[config.mk]
export PLATFORM = sky130hd
export DESIGN_NAME = nvps_rsp_stage
export DESIGN_NICKNAME = d
export VERILOG_FILES = /design/src/nvps_pkg.sv /design/src/nvps_rsp_stage.sv
export SDC_FILE = /design/constraint.sdc
export NUM_CORES = 1
export LEC_CHECK = 0
export ABC_AREA = 1
export BUFFER_PORTS_ARGS = -buffer_cell sky130_fd_sc_hd__buf_2
export CAP_MARGIN = 20
export CELL_PAD_IN_SITES_DETAIL_PLACEMENT = 0
export CELL_PAD_IN_SITES_GLOBAL_PLACEMENT = 2
export CORE_MARGIN = 2
export CORE_UTILIZATION = 13
export CTS_CLUSTER_DIAMETER = 50
export DETAILED_ROUTE_END_ITERATION = 16
export GPL_ROUTABILITY_DRIVEN = 0
export GPL_TIMING_DRIVEN = 0
export HOLD_SLACK_MARGIN = 0.15
export PLACE_DENSITY_LB_ADDON = 0.1
export SYNTH_ARGS = -nofsm -noshare
export SYNTH_HDL_FRONTEND = slang
export SYNTH_SLANG_ARGS = --single-unit
[constraint.sdc]
create_clock -name clock -period 1.61 [get_ports clock]
set_clock_uncertainty 0.2 [all_clocks]
set_input_delay 0 -clock clock [delete_from_list [all_inputs] [get_ports clock]]
set_output_delay 0 -clock clock [all_outputs]
set_load 0.03 [all_outputs]
[src/nvps_pkg.sv]
// Shared types, constants and the BCD helper for the phantom-clock NVRAM.
package nvps_pkg;

   localparam int unsigned STORE_BYTES_DEF = 32768;

   localparam int unsigned ADDR_W   = 15;
   localparam int unsigned REQ_DATA_W = 64;
   localparam int unsigned RSP_DATA_W = 16;

   localparam logic [ADDR_W-1:0] CLOCK_PORT     = 15'd3;
   localparam logic [63:0]       UNLOCK_PATTERN = 64'h5ca3_3ac5_5ca3_3ac5;

   // action codes carried in req_tuser
   localparam logic ACT_READ  = 1'b0;
   localparam logic ACT_WRITE = 1'b1;

   typedef struct packed {
      logic [5:0] seconds;
      logic [5:0] minutes;
      logic [4:0] hours;
      logic [2:0] weekday;
      logic [4:0] day_of_month;
      logic [3:0] month;
      logic [6:0] year;
   } now_type;

   // clock port transaction from top to the clock unit
   typedef struct packed {
      logic    fire;
      logic    write;
      logic    din;
      now_type now;
   } clk_req_type;

   typedef struct packed {
      logic rd_bit;
      logic unlocked;
   } clk_rsp_type;

   // binary (0..127) to two BCD digits, value taken modulo 100 first
   function automatic logic [7:0] bin2bcd(input logic [6:0] v);
      logic [6:0]  v100;
      logic [14:0] prod;
      logic [3:0]  tens;
      logic [6:0]  tens_x10;
      logic [6:0]  ones;
      v100     = (v >= 7'd100) ? v - 7'd100 : v;
      prod     = 15'(v100) * 15'd205;  // x*205 >> 11 == x/10 for x < 1029
      tens     = prod[14:11];
      tens_x10 = 7'(tens) * 7'd10;
      ones     = v100 - tens_x10;
      return {tens, ones[3:0]};
   endfunction

endpackage

[src/nvps_rsp_stage.sv]
// Output register stage: holds one response and sets the request-side ready.
module nvps_rsp_stage (
   input  logic                  clock,
   input  logic                  reset,
   input  logic                  req_fire,
   input  logic                  from_mem,
   input  nvps_pkg::clk_rsp_type clk_rsp,
   input  logic [7:0]            mem_rdata,
   input  logic                  rsp_tready,
   output logic                  rsp_tvalid,
   output logic                  slot_free,
   output logic [7:0]            read_data,
   output logic                  clock_unlocked
);
   import nvps_pkg::*;

   logic        valid_ff, valid_in;
   logic        from_mem_ff;
   clk_rsp_type clk_ff;

   assign slot_free = ~valid_ff | rsp_tready;
   assign valid_in  = req_fire | (valid_ff & ~rsp_tready);

   always_ff @(posedge clock) begin
      if (reset) begin
         valid_ff <= 1'b0;
      end else begin
         valid_ff <= valid_in;
      end
   end

   always_ff @(posedge clock) begin
      if (req_fire) begin
         from_mem_ff <= from_mem;
         clk_ff      <= clk_rsp;
      end
   end

   // RAM read data is only refreshed on acceptance, so it holds under stall
   assign rsp_tvalid     = valid_ff;
   assign read_data      = from_mem_ff ? mem_rdata : {7'd0, clk_ff.rd_bit};
   assign clock_unlocked = clk_ff.unlocked;

endmodule

# Yosys cells after proc, flatten, opt, wreduce, memory -nomap -nowiden
# Index checks and enable logic that the tools add are counted.
# word_totals
regBits	4
input_bits	15
out_inout_bits	11
elab_cells	10
# op_classes
bitwise	5
n_mux	1
# ops
cell	count
2-to-1 mux 8 bit	1
NOT 1 bit	2
OR 1 bit	2
AND 1 bit	1

# Depth between registers and ports, before layout
# depth
ltp_word	3
ltp_mapped	3
mapped_depth_nobuf	3

# Worst setup path after synthesis
# Ideal clock, no wire load.
# synth_timing
kind	flip-flop to flip-flop
start	reg valid_ff (netlist: rsp_tvalid)
end	reg valid_ff (netlist: rsp_tvalid)
arrival_ps	929
setup_time_ps	70
n_path_buf	0
required_time_ps	1340
period_less_slack_ps	1199
setup_slack_ps	411
stages_incl_launch_ff	3
path_cell_list	dfxtp_1 > nand2_1 > a21oi_1
# synth_via
elab_chain_cells	2
# synth_lines
item	line_no	text
start: declaration	nvps_rsp_stage.sv:17	logic valid_ff, valid_in;
start signal: assignment	nvps_rsp_stage.sv:28	valid_ff <= valid_in;
AND 1 bit	nvps_rsp_stage.sv:22	assign valid_in = req_fire | (valid_ff & ~rsp_tready);
OR 1 bit	nvps_rsp_stage.sv:22	
# Every way passes these cells.
# A chain may end at the register's enable or synchronous reset.

# Worst setup path after layout
# layout_timing
start	in req_fire
end	reg valid_ff (netlist: rsp_tvalid)
# layout_via
elab_chain_cells	1
# layout_lines
item	line_no	text
start: declaration	nvps_rsp_stage.sv:5	input logic req_fire,
OR 1 bit	nvps_rsp_stage.sv:22	
# Every way passes these cells.

==> summary.txt <==
Clock network
  – Sink Count: 4
  – CTS root buf: clkbuf_4
  – Setup bufs post-CTS: 0
  – Clock-pin slew on the worst setup and hold paths: 30 ps
  – Skew-Pair Late Insertion Delay: 230 ps
  – Total CTS buffers: 3
  – CTS H-tree depth: 1
  – Clock Path Buffers: 2
  – CTS tree: yes
  – PostCTS Resize Cnt: 0

STA
  – Max-slew violation count: 0
  – Final hold violation count: 0
  – Final cycle utilization of the critical path: 88.24%
  – Fmax: 703.9 MHz
  – Final setup vio count: 0
  – Slew Limit Headroom: 89.47%
  – Worst-Margin Slew: 159.0 ps
  – Final min period: 1421 ps
  – RSZ-0062 raised after global routing: no
  – Setup_tns: 0 ps

Outcome
  – Status: complete, no violations

Yosys
  – Syn Area/Cell: 7.940 sq um
  – Unique masters post-synth: 7
  – Seq cells post-synth: 4
  – Syn. warnings: 0
  – Net count after synthesis: 41
  – Area of the mapped netlist: 206.4 sq um
  – Post-synthesis sequential area ratio: 53.33%
  – Post-Synthesis Cells: 26

Setup path
  – CP required: 1520 ps
  – Crit-path leading delay family: buffers and inverters
  – Dominant cell type by count on the critical path: dlygate4sd3_1
  – Worst-path cell with the longest stage delay: dlygate4sd3_1
  – WP buf/inv: 4
  – CP max stage delay: 550 ps
  – CP max FO: 4
  – WS Path Type: input port to flip-flop
  – Crit start category: input port
  – CP arrival: 1330 ps
  – Critical Path End Type: flip-flop
  – Crit-path cells: dlygate4sd3_1 -> buf_2 -> inv_1 -> a21oi_1 -> dlygate4sd3_1

Routing
  – Vias/cell: 3.881
  – DRT iter0 DRCs: 5
  – DR DRC count: 0
  – Final wirelength: 798 um
  – Wirelength per Cell: 9.500 um
  – TritonRoute pass-1 iters: 2
  – Via count: 326
  – Final ANT Viol Nets: 0

Die
  – Die height: 43.85 um
  – Die Footprint: 1923 sq um
  – Starting Density: 13.87%
  – # IOs: 26
  – Die X: 43.85 um
  – Row Count: 14
  – Core area: 1489 sq um

Layout
  – Sequential cell area: 110.1 sq um
  – Area of the multi-input gates: 47.55 sq um
  – Nets@finish: 84
  – Fillcell total: 165
  – Most common cell after layout, fill and taps aside: buf_2
  – Area grow syn2layout: 146.1%
  – ANT cells: 0
  – Layout cells sized above 1: 44.12%
  – Most frequent cells in the layout: buf_2 (25), dlygate4sd3_1 (13), inv_1 (10), nand2_1 (9)

Worst hold path
  – Hold crit path type: input port to output port

GRT
  – Total global routing overflow: 0
  – GRT Resource Usage Total: 8.404%
  – Vias in the first global route: 336
  – Antenna violations before repair: 0
  – First-pass GRT wire length: 1152 um
  – Pin count of the biggest net entering global routing: 10

Pwr
  – Psw: 0.1131 mW
  – Total power: 0.3817 mW
  – Flop pwr share: 32.2%
  – Leak: 0.3120 nW
  – Comb pwr share: 32.8%
  – Switch share: 29.62%
  – Power Dens Cells: 751.3 nW/um^2
  – Int Pwr: 0.2686 mW
  – VDD IR max: 377.6 uV
  – Clock share of power: 35.0%

Place
  – Port Buffers: 25
  – Dpl hpwl: 448.7 um

Run
  – Max cap viols: 0
[power by group through the flow]
stage | registers (mW) | clock network, mW | logic, mW
after global routing | 0.124 | 0.145 | 0.134
after global placement | 0.124 | 0 | 0.0983
after CTS | 0.123 | 0.140 | 0.124
after detailed placement | 0.124 | 0 | 0.0990
final | 0.123 | 0.134 | 0.125
after floorplan | 0.131 | 0 | 0.0540
[tightest hold or removal path: stages]
cell     delay (ps)
buf_2            70
inv_1            30
nand2_1          60
buf_2           190
[per-stage QoR]
stage	hold slack, ps	worst slack [ps]	area, sq um	instances	utilization, %
floorplan	-130.9	411.0	206.4	26	-
global placement	-45.50	596.3	351.6	67	23.61
detailed placement	-44.57	577.6	351.6	67	23.61
CTS	154.4	198.3	508.0	84	34.12
global route	200.4	127.4	508.0	84	34.12
finish	149.2	189.4	508.0	84	34.12
[routing by layer]
layer  track usage [%]  part of all wire, %
met1             5.276                   29
met2             17.35                   59
met3             4.167                  7.6
met4             5.455                  3.9
met5                 0                    0
[timing repair]
| action | 4_1_cts | 5_1_grt |
|---|---|---|
| endpoints found under the setup margin | 0 | 0 |
| endpoints found under the hold margin | 14 | 0 |
| hold buffers | 13 | 0 |
[cell families (layout without fill, tap and decap cells)]
kind of cell	count (synthesis)	after routing	synth area share, %
flops	4	4	53.34
compound gates	2	2	6.665
buf+inv	11	53	23.64
simple gates	9	9	16.36
[cell type report]
| cell class | instances | share of cell area (%) |
|---|---|---|
| Inverter | 10 | 7.389 |
| Clock buffer | 4 | 5.172 |
| Timing Repair Buffer | 38 | 50.25 |
| Tap cell | 16 | 3.941 |
| Multi-Input combinational cell | 11 | 9.360 |
| Sequential cell | 4 | 21.67 |
| Buffer | 1 | 2.217 |
[cell usage after synthesis (all sizes together)]
master   n  area share [%]
o21ai    1             4.2
a21oi    1             2.4
inv     10              18
nand2    9              16
dfxtp    1             9.7
edfxtp   3              44
buf      1             5.5
[flip-flops by register name, summed over array words and instances, names as in the netlist]
name	flops
from_mem_ff	1
clk_ff	1
clock_unlocked	1
rsp_tvalid	1
[path summary, 6_finish.rpt]
kind / startpoint / end / slack, ps / cells past startpoint
setup / recovery: req_fire / rsp_tvalid$_SDFF_PP0_ / 190 / 5
hold / removal: rsp_tready / slot_free / 150 / 4
setup reg to reg: rsp_tvalid$_SDFF_PP0_ / rsp_tvalid$_SDFF_PP0_ / 300 / 3
hold reg to reg: rsp_tvalid$_SDFF_PP0_ / rsp_tvalid$_SDFF_PP0_ / 830 / 3
Note: power is estimated with default switching activity, not from simulation.
