## config.mk

```make
export PLATFORM = sky130hd
export DESIGN_NAME = nvps_clock
export DESIGN_NICKNAME = d
export VERILOG_FILES = /design/src/nvps_pkg.sv /design/src/nvps_clock.sv
export SDC_FILE = /design/constraint.sdc
export NUM_CORES = 1
export LEC_CHECK = 0
export ABC_CLOCK_PERIOD_IN_PS = 6300
export BUFFER_PORTS_ARGS = -buffer_cell sky130_fd_sc_hd__buf_2
export CAP_MARGIN = 30
export CORE_UTILIZATION = 55
export CTS_BUF_LIST = sky130_fd_sc_hd__clkbuf_4 sky130_fd_sc_hd__clkbuf_8 sky130_fd_sc_hd__clkbuf_16
export CTS_CLUSTER_DIAMETER = 80
export DETAILED_ROUTE_END_ITERATION = 16
export PLACE_DENSITY_LB_ADDON = 0.12
export SLEW_MARGIN = 5
export SYNTH_ARGS = -nofsm -noshare
export SYNTH_HDL_FRONTEND = slang
export SYNTH_SLANG_ARGS = --single-unit
```

## constraint.sdc

```tcl
create_clock -name clock -period 6.3 [get_ports clock]
set_input_delay 1.26 -clock clock [delete_from_list [all_inputs] [get_ports clock]]
set_output_delay 1.26 -clock clock [all_outputs]
set_load 0.005 [all_outputs]
```

## src/nvps_pkg.sv

```systemverilog
// Shared types, constants and the BCD helper for the phantom-clock NVRAM.
package nvps_pkg;

   localparam int unsigned STORE_BYTES_DEF = 32768;

   localparam int unsigned ADDR_W   = 15;
   localparam int unsigned REQ_DATA_W = 64;
   localparam int unsigned RSP_DATA_W = 16;

   localparam logic [ADDR_W-1:0] CLOCK_PORT     = 15'd3;
   localparam logic [63:0]       UNLOCK_PATTERN = 64'h5ca3_3ac5_5ca3_3ac5;

   // action codes carried in req_tuser
   localparam logic ACT_READ  = 1'b0;
   localparam logic ACT_WRITE = 1'b1;

   typedef struct packed {
      logic [5:0] seconds;
      logic [5:0] minutes;
      logic [4:0] hours;
      logic [2:0] weekday;
      logic [4:0] day_of_month;
      logic [3:0] month;
      logic [6:0] year;
   } now_type;

   // clock port transaction from top to the clock unit
   typedef struct packed {
      logic    fire;
      logic    write;
      logic    din;
      now_type now;
   } clk_req_type;

   typedef struct packed {
      logic rd_bit;
      logic unlocked;
   } clk_rsp_type;

   // binary (0..127) to two BCD digits, value taken modulo 100 first
   function automatic logic [7:0] bin2bcd(input logic [6:0] v);
      logic [6:0]  v100;
      logic [14:0] prod;
      logic [3:0]  tens;
      logic [6:0]  tens_x10;
      logic [6:0]  ones;
      v100     = (v >= 7'd100) ? v - 7'd100 : v;
      prod     = 15'(v100) * 15'd205;  // x*205 >> 11 == x/10 for x < 1029
      tens     = prod[14:11];
      tens_x10 = 7'(tens) * 7'd10;
      ones     = v100 - tens_x10;
      return {tens, ones[3:0]};
   endfunction

endpackage

```

## src/nvps_clock.sv

```systemverilog
// Hidden clock port: unlock shifter, pattern match and BCD time shifter.
module nvps_clock (
   input  logic                  clock,
   input  logic                  reset,
   input  nvps_pkg::clk_req_type req,
   output nvps_pkg::clk_rsp_type rsp
);
   import nvps_pkg::*;

   logic [63:0] unlock_ff, unlock_in;
   logic [63:0] time_ff, time_in;
   logic [63:0] now_bcd;
   logic        match;

   assign now_bcd = {bin2bcd(req.now.year),
                     bin2bcd(7'(req.now.month)),
                     bin2bcd(7'(req.now.day_of_month)),
                     bin2bcd(7'(req.now.weekday)),
                     bin2bcd(7'(req.now.hours)),
                     bin2bcd(7'(req.now.minutes)),
                     bin2bcd(7'(req.now.seconds)),
                     8'h00};

   always_comb begin
      unlock_in = unlock_ff;
      time_in   = time_ff;
      match     = 1'b0;
      if (req.fire) begin
         if (req.write) begin
            unlock_in = {req.din, unlock_ff[63:1]};
            match     = (unlock_in == UNLOCK_PATTERN);
            if (match) begin
               time_in = now_bcd;
            end
         end else begin
            time_in = {1'b0, time_ff[63:1]};
         end
      end
   end

   always_ff @(posedge clock) begin
      if (reset) begin
         unlock_ff <= '0;
         time_ff   <= '0;
      end else begin
         unlock_ff <= unlock_in;
         time_ff   <= time_in;
      end
   end

   assign rsp.rd_bit   = req.fire & ~req.write & time_ff[0];
   assign rsp.unlocked = match;

endmodule

```

* Yosys cells after proc, flatten, opt, wreduce, memory -nomap -nowiden *
Cells that the tools add are included.

word-level totals
  register bits after elaboration = 128

operators by class
  bitwise gates (word level) = 3
  multiplexer cells = 7
  eq/ne operators = 2
  add/subtract/negate cells = 9
  magnitude comparators = 3
  reductions and logical operators = 2
  $mul = 12

operator list
  operator              count
  $mux 64               2
  $eq 64x63->1 const B  1
  $mul 7x8->15 const B  3
  $mul 5x8->13 const B  2
  $sub 4x4->4           6
  $mux 7                3
  $ge 6x7->1 const B    2
  $sub 6x7->7 const B   2
  $mul 4x3->3 const B   3
  $mul 4x8->12 const B  1
  $ge 7x7->1 const B    1
  $sub 7x7->7 const B   1
  $mul 2x3->3 const B   2
  $reduce_and 2->1      2
  $mul 1x3->3 const B   1
  $and 1x1->1           2
  $mux 1                2
  $ne 2x1->1 const B    1
  $not 1->1             1

* Depth between registers and ports, before layout *
  depth in word-level cells = 7
  depth in mapped cells = 24

* Least setup slack after synthesis *
OpenSTA, ideal clock, no wires.

  path type = in2reg
  start point = input port req[3] (netlist name)
  end point = register time_ff[59]
  stages = 23
  setup slack = 0.214 ns
  path buffers = 0
  data arrival time = 5.955 ns
  path through = or3_1 -> a31oi_1 -> or3_1 -> xnor2_1 -> and2_1 -> nor2_1 -> fa_1 -> ha_1 -> inv_1 -> fa_1 -> inv_1 -> ha_1 -> nand4_1 -> nor3_1 -> a211oi_1 -> xnor2_1 -> ha_1 -> inv_1 -> fa_1 -> xor2_1 -> xnor2_1 -> xnor2_1 -> o22ai_1

on the way
  longest elaborated chain between the ends = 7
  elaborated cells between the ends (all ways) = 8
  those cells by class = add/sub (2); mul (2); order compare (1); mux (3)

RTL lines
  item                                       RTL line          RTL
  start: declaration                         nvps_clock.sv:5   input nvps_pkg::clk_req_type req,
  $sub 7x7->7 or $ge 7x7->1 (tied branches)  nvps_pkg.sv:47    v100 = (v >= 7'd100) ? v - 7'd100 : v;
  $mux 7 (*)                                 nvps_pkg.sv:47
  $mul 7x8->15                               nvps_pkg.sv:48    prod = 15'(v100) * 15'd205;
  $mul 4x3->3                                nvps_pkg.sv:50    tens_x10 = 7'(tens) * 7'd10;
  $sub 4x4->4 (*)                            nvps_pkg.sv:51    ones = v100 - tens_x10;
  $mux 64 (*)                                nvps_clock.sv:32  if (match) begin
  $mux 64 (*)                                nvps_clock.sv:29  if (req.write) begin
  end signal: assignment                     nvps_clock.sv:47  time_ff <= time_in;
  end: declaration                           nvps_clock.sv:11  logic [63:0] time_ff, time_in;

Every way passes the cells marked *; elsewhere a longest branch is shown, timed or not. The select of a mux whose other input is x is not followed.
A chain may end at the register's enable or synchronous reset.

* Worst setup path after layout *
Same ends and word-level chain as after synthesis.

==> implementation parameters <==
Parameter                              Value

Status
  Run status ... finished clean

Timing
  Slew of the pin with the lowest slew margin ... 929 ps
  Final Max Slew Viols ... 0
  Worst setup margin ... 418 ps
  Final number of hold-violating endpoints ... 0
  Final hold slack ... 433 ps
  Headroom to the max-slew limit ... 38.0%
  Setup Skew ... 21.0 ps
  Achievable Freq ... 170 MHz
  Post-route clock period utilization ... 93.4%
  Shortest clock period the worst path allows after layout ... 5880 ps
  Unrepaired setup endpoints after global routing ... no
  Total Neg Setup Slack ... 0 ps
  Final setup vio count ... 0

Cells and area
  Ratio of cells with drive above 1 in the final layout ... 10.3%
  Layout Cell Area excl Fill ... 10,100 um2
  Total number of nets in the final design ... 1,328
  P&R area growth vs syn ... 12.7%
  Filler cell count ... 1,443
  Non-filler instance count after layout ... 1,326
  Antenna cell count ... 0

Clocking
  Clock buffer count from CTS ... 17
  Clock sink total ... 127
  Total of hold buffers inserted after clock tree synthesis ... 0
  CTS root buf ... sky130_fd_sc_hd__clkbuf_16
  CTS tree ... built
  Clock-pin slew on the worst setup and hold paths ... 60 ps
  H-tree levels ... 4
  Longest Clk Path Bufs ... 2
  Clock latency at the later pin of the worst-skew pair ... 420 ps

Detailed routing
  Number of antenna-violating nets in the routed design ... 0
  Vias post-DR ... 7,191
  WL/cell ... 13.5 um
  Pre-Repair DR Iteration Count ... 7
  Number of design rule violations left after detail routing ... 0
  Routed vias/inst ... 5.42
  Drt first-iter violations ... 446
  Total wire length after detailed routing ... 17,900 um

Worst setup path
  Biggest cell delay along the critical path ... 500 ps
  CP cell instances ... buf_2, or3_1, a31oi_1, or3_1, xnor2_1, and2_1, nor2_1, fa_1, ha_1, inv_1, fa_1, inv_1, ha_1, nand4_1, nor3_2, a211oi_1, xnor2_1, ha_1, inv_1, fa_1, xor2_1, xnor2_1, xnor2_1, o22ai_1
  Arrival time worst endpoint ... 6150 ps
  Req. time, crit path ... 6570 ps
  Reg-to-reg slack, setup ... 3190 ps
  Startpoint Class ... input pin
  Cell at the slowest stage of the critical path ... sky130_fd_sc_hd__fa_1
  Biggest fanout along the worst timing path ... 4
  Cell repeated most along the worst path ... sky130_fd_sc_hd__xnor2_1
  Element type at the critical path end ... flop
  WS Path Type ... input pin to flop

Floorplan
  Area of the placeable core ... 15,900 um2
  Full die area ... 16,900 um2
  Height of the die ... 130 um
  Die Width ... 130 um
  Placement row count ... 46
  Initial Utilization ... 56.4%
  I/O Pins ... 43

Place
  Final HPWL from detailed placement ... 13,100 um
  Placement-stage worst setup slack ... -157 ps
  Count of port buffers added during placement ... 42
  Placer congestion estimate ... 0.827
  Area of placed instances ... 9480 um2
  Total placed cells including tap cells ... 1,294

Yosys
  Synth async-reset ratio ... 0%
  #FFs+latches synth ... 127
  Number of flops mapped to enable cells by yosys ... 0
  Cells after synthesis ... 1,063
  Sequential-to-total area share from yosys stat ... 28.3%
  Dominant register cell in the synthesized netlist ... sky130_fd_sc_hd__dfxtp_1
  Average cell area after synthesis ... 8.46 um2
  YS warnings ... 0
  Post-synth top area share ... 28.3%
  Most repeated cell in the gate-level netlist after synthesis ... sky130_fd_sc_hd__nand2_1
  Most area-hungry cell type in the Yosys netlist ... sky130_fd_sc_hd__dfxtp_1
  Largest cells by area after synthesis ... sky130_fd_sc_hd__dfxtp_1 (28%), sky130_fd_sc_hd__ha_1 (23%), sky130_fd_sc_hd__nand2_1 (7.6%), sky130_fd_sc_hd__a21oi_1 (6.7%), sky130_fd_sc_hd__fa_1 (5.8%)
  Number of distinct library cells after synthesis ... 58
  Ranking of synthesized cells by instance count ... sky130_fd_sc_hd__nand2_1 (183), sky130_fd_sc_hd__ha_1 (164), sky130_fd_sc_hd__dfxtp_1 (127)
  Net count after synthesis ... 1,294
  Post-synthesis instance area ... 8990 um2

Pwr
  Power per standard cell area ... 260 nW/um2
  Total leakage power ... 4.52 nW
  Largest voltage drop on the vdd net ... 0.265 mV

Hold path
  Path type of the worst min-delay path ... flop to flop

Global route
  All-Layer GR Usage ... 22.7%
  Wire length of the first global-routing pass ... 30,700 um
  Largest net degree at the start of global routing ... 80
  Remaining global-route overflow ... 0
  Initial antenna violation count ... 0
  Number of global-route vias before repair ... 6,599

Job
  Count of max-cap constraint violations ... 0
## routing by layer
metal	part of all wire [%]	up-vias	global-route usage (%)
li1	-	3756	-
met1	52	3337	31.5
met2	45	89	36.3
met3	2.4	9	4.55
met4	0.59	0	4.99
met5	0	-	0
## worst max-delay path: cells and delay by family
family	cells	cell delay (ps)
fa+ha+maj	6	2050
simple gates	6	1150
xor+xnor	5	800
compound gates	3	630
buf+inv	4	250
## path summary, 6_finish.rpt
kind	start	to	cells past startpoint
setup / recovery	req[3]	time_ff[59]	24
hold / removal	time_ff[38]	time_ff[37]	2
setup reg to reg	unlock_ff[24]	time_ff[25]	7
hold reg to reg	time_ff[38]	time_ff[37]	2
## power by group
part / leakage, nW / switching (mW) / total (mW) / internal [mW]
logic: 3.18 / 0.403 / 0.737 / 0.333
registers: 1.03 / 0.0109 / 0.834 / 0.823
clock network: 0.310 / 0.353 / 1.06 / 0.706
## cell type report
class / instances / area [um2] / share of cell area (%)
multi-input cells: 794 / 5920 / 58.4
flip-flops and latches: 127 / 2540 / 25.1
clock buffers: 23 / 489 / 4.83
repair buffers: 65 / 410 / 4.05
inverters: 92 / 345 / 3.41
well taps: 216 / 270 / 2.67
clock inverters: 9 / 156 / 1.54
## timing repair
action | in CTS | in global routing
endpoints found under the hold margin | 0 | 0
resized for setup | 0 | 3
buffers inserted | 0 | 0
endpoints found under the setup margin | 0 | 1
## cells by family (layout without fill, tap and decap cells)
family,Yosys count,count (layout),synth area share [%]
adders and majority gates,190,190,28.6
DFF,127,127,28.3
and+or+nand+nor,342,342,17.4
buffers and inverters,142,189,6.12
AOI/OAI and AO/OA,214,214,14.4
muxes,17,17,1.89
xor gates and xnor gates,31,31,3.33
## sequential cells by signal, summed over array words and instances, names as in the netlist
register,cells
unlock_ff,63
time_ff,64
## stage by stage
step	power [mW]	utilization, %
finish	2.63	63.6
CTS	2.65	63.5
global route	2.81	63.6
global placement	1.57	59.2
detailed placement	1.59	59.4
floorplan	1.40	-
## cells in the final DEF (no fill, tap or decap), drive strengths merged, types with 4 or more instances in the layout
master and n:
xnor2 21, or3 7, inv 91, o21ai 13
nor2 55, clkbuf 23, a21o 5, nor3 8
mux2i 17, nand2 183, nand4 12, o211ai 13
a31oi 8, bufinv 4, and2 4, fa 26
a211oi 27, nand3 31, nor4 5, dfxtp 127
buf 65, nor2b 4, or2 8, a21oi 120
xor2 8, ha 164, nor4b 7
No activity file was read; power rests on OpenSTA's default activity.
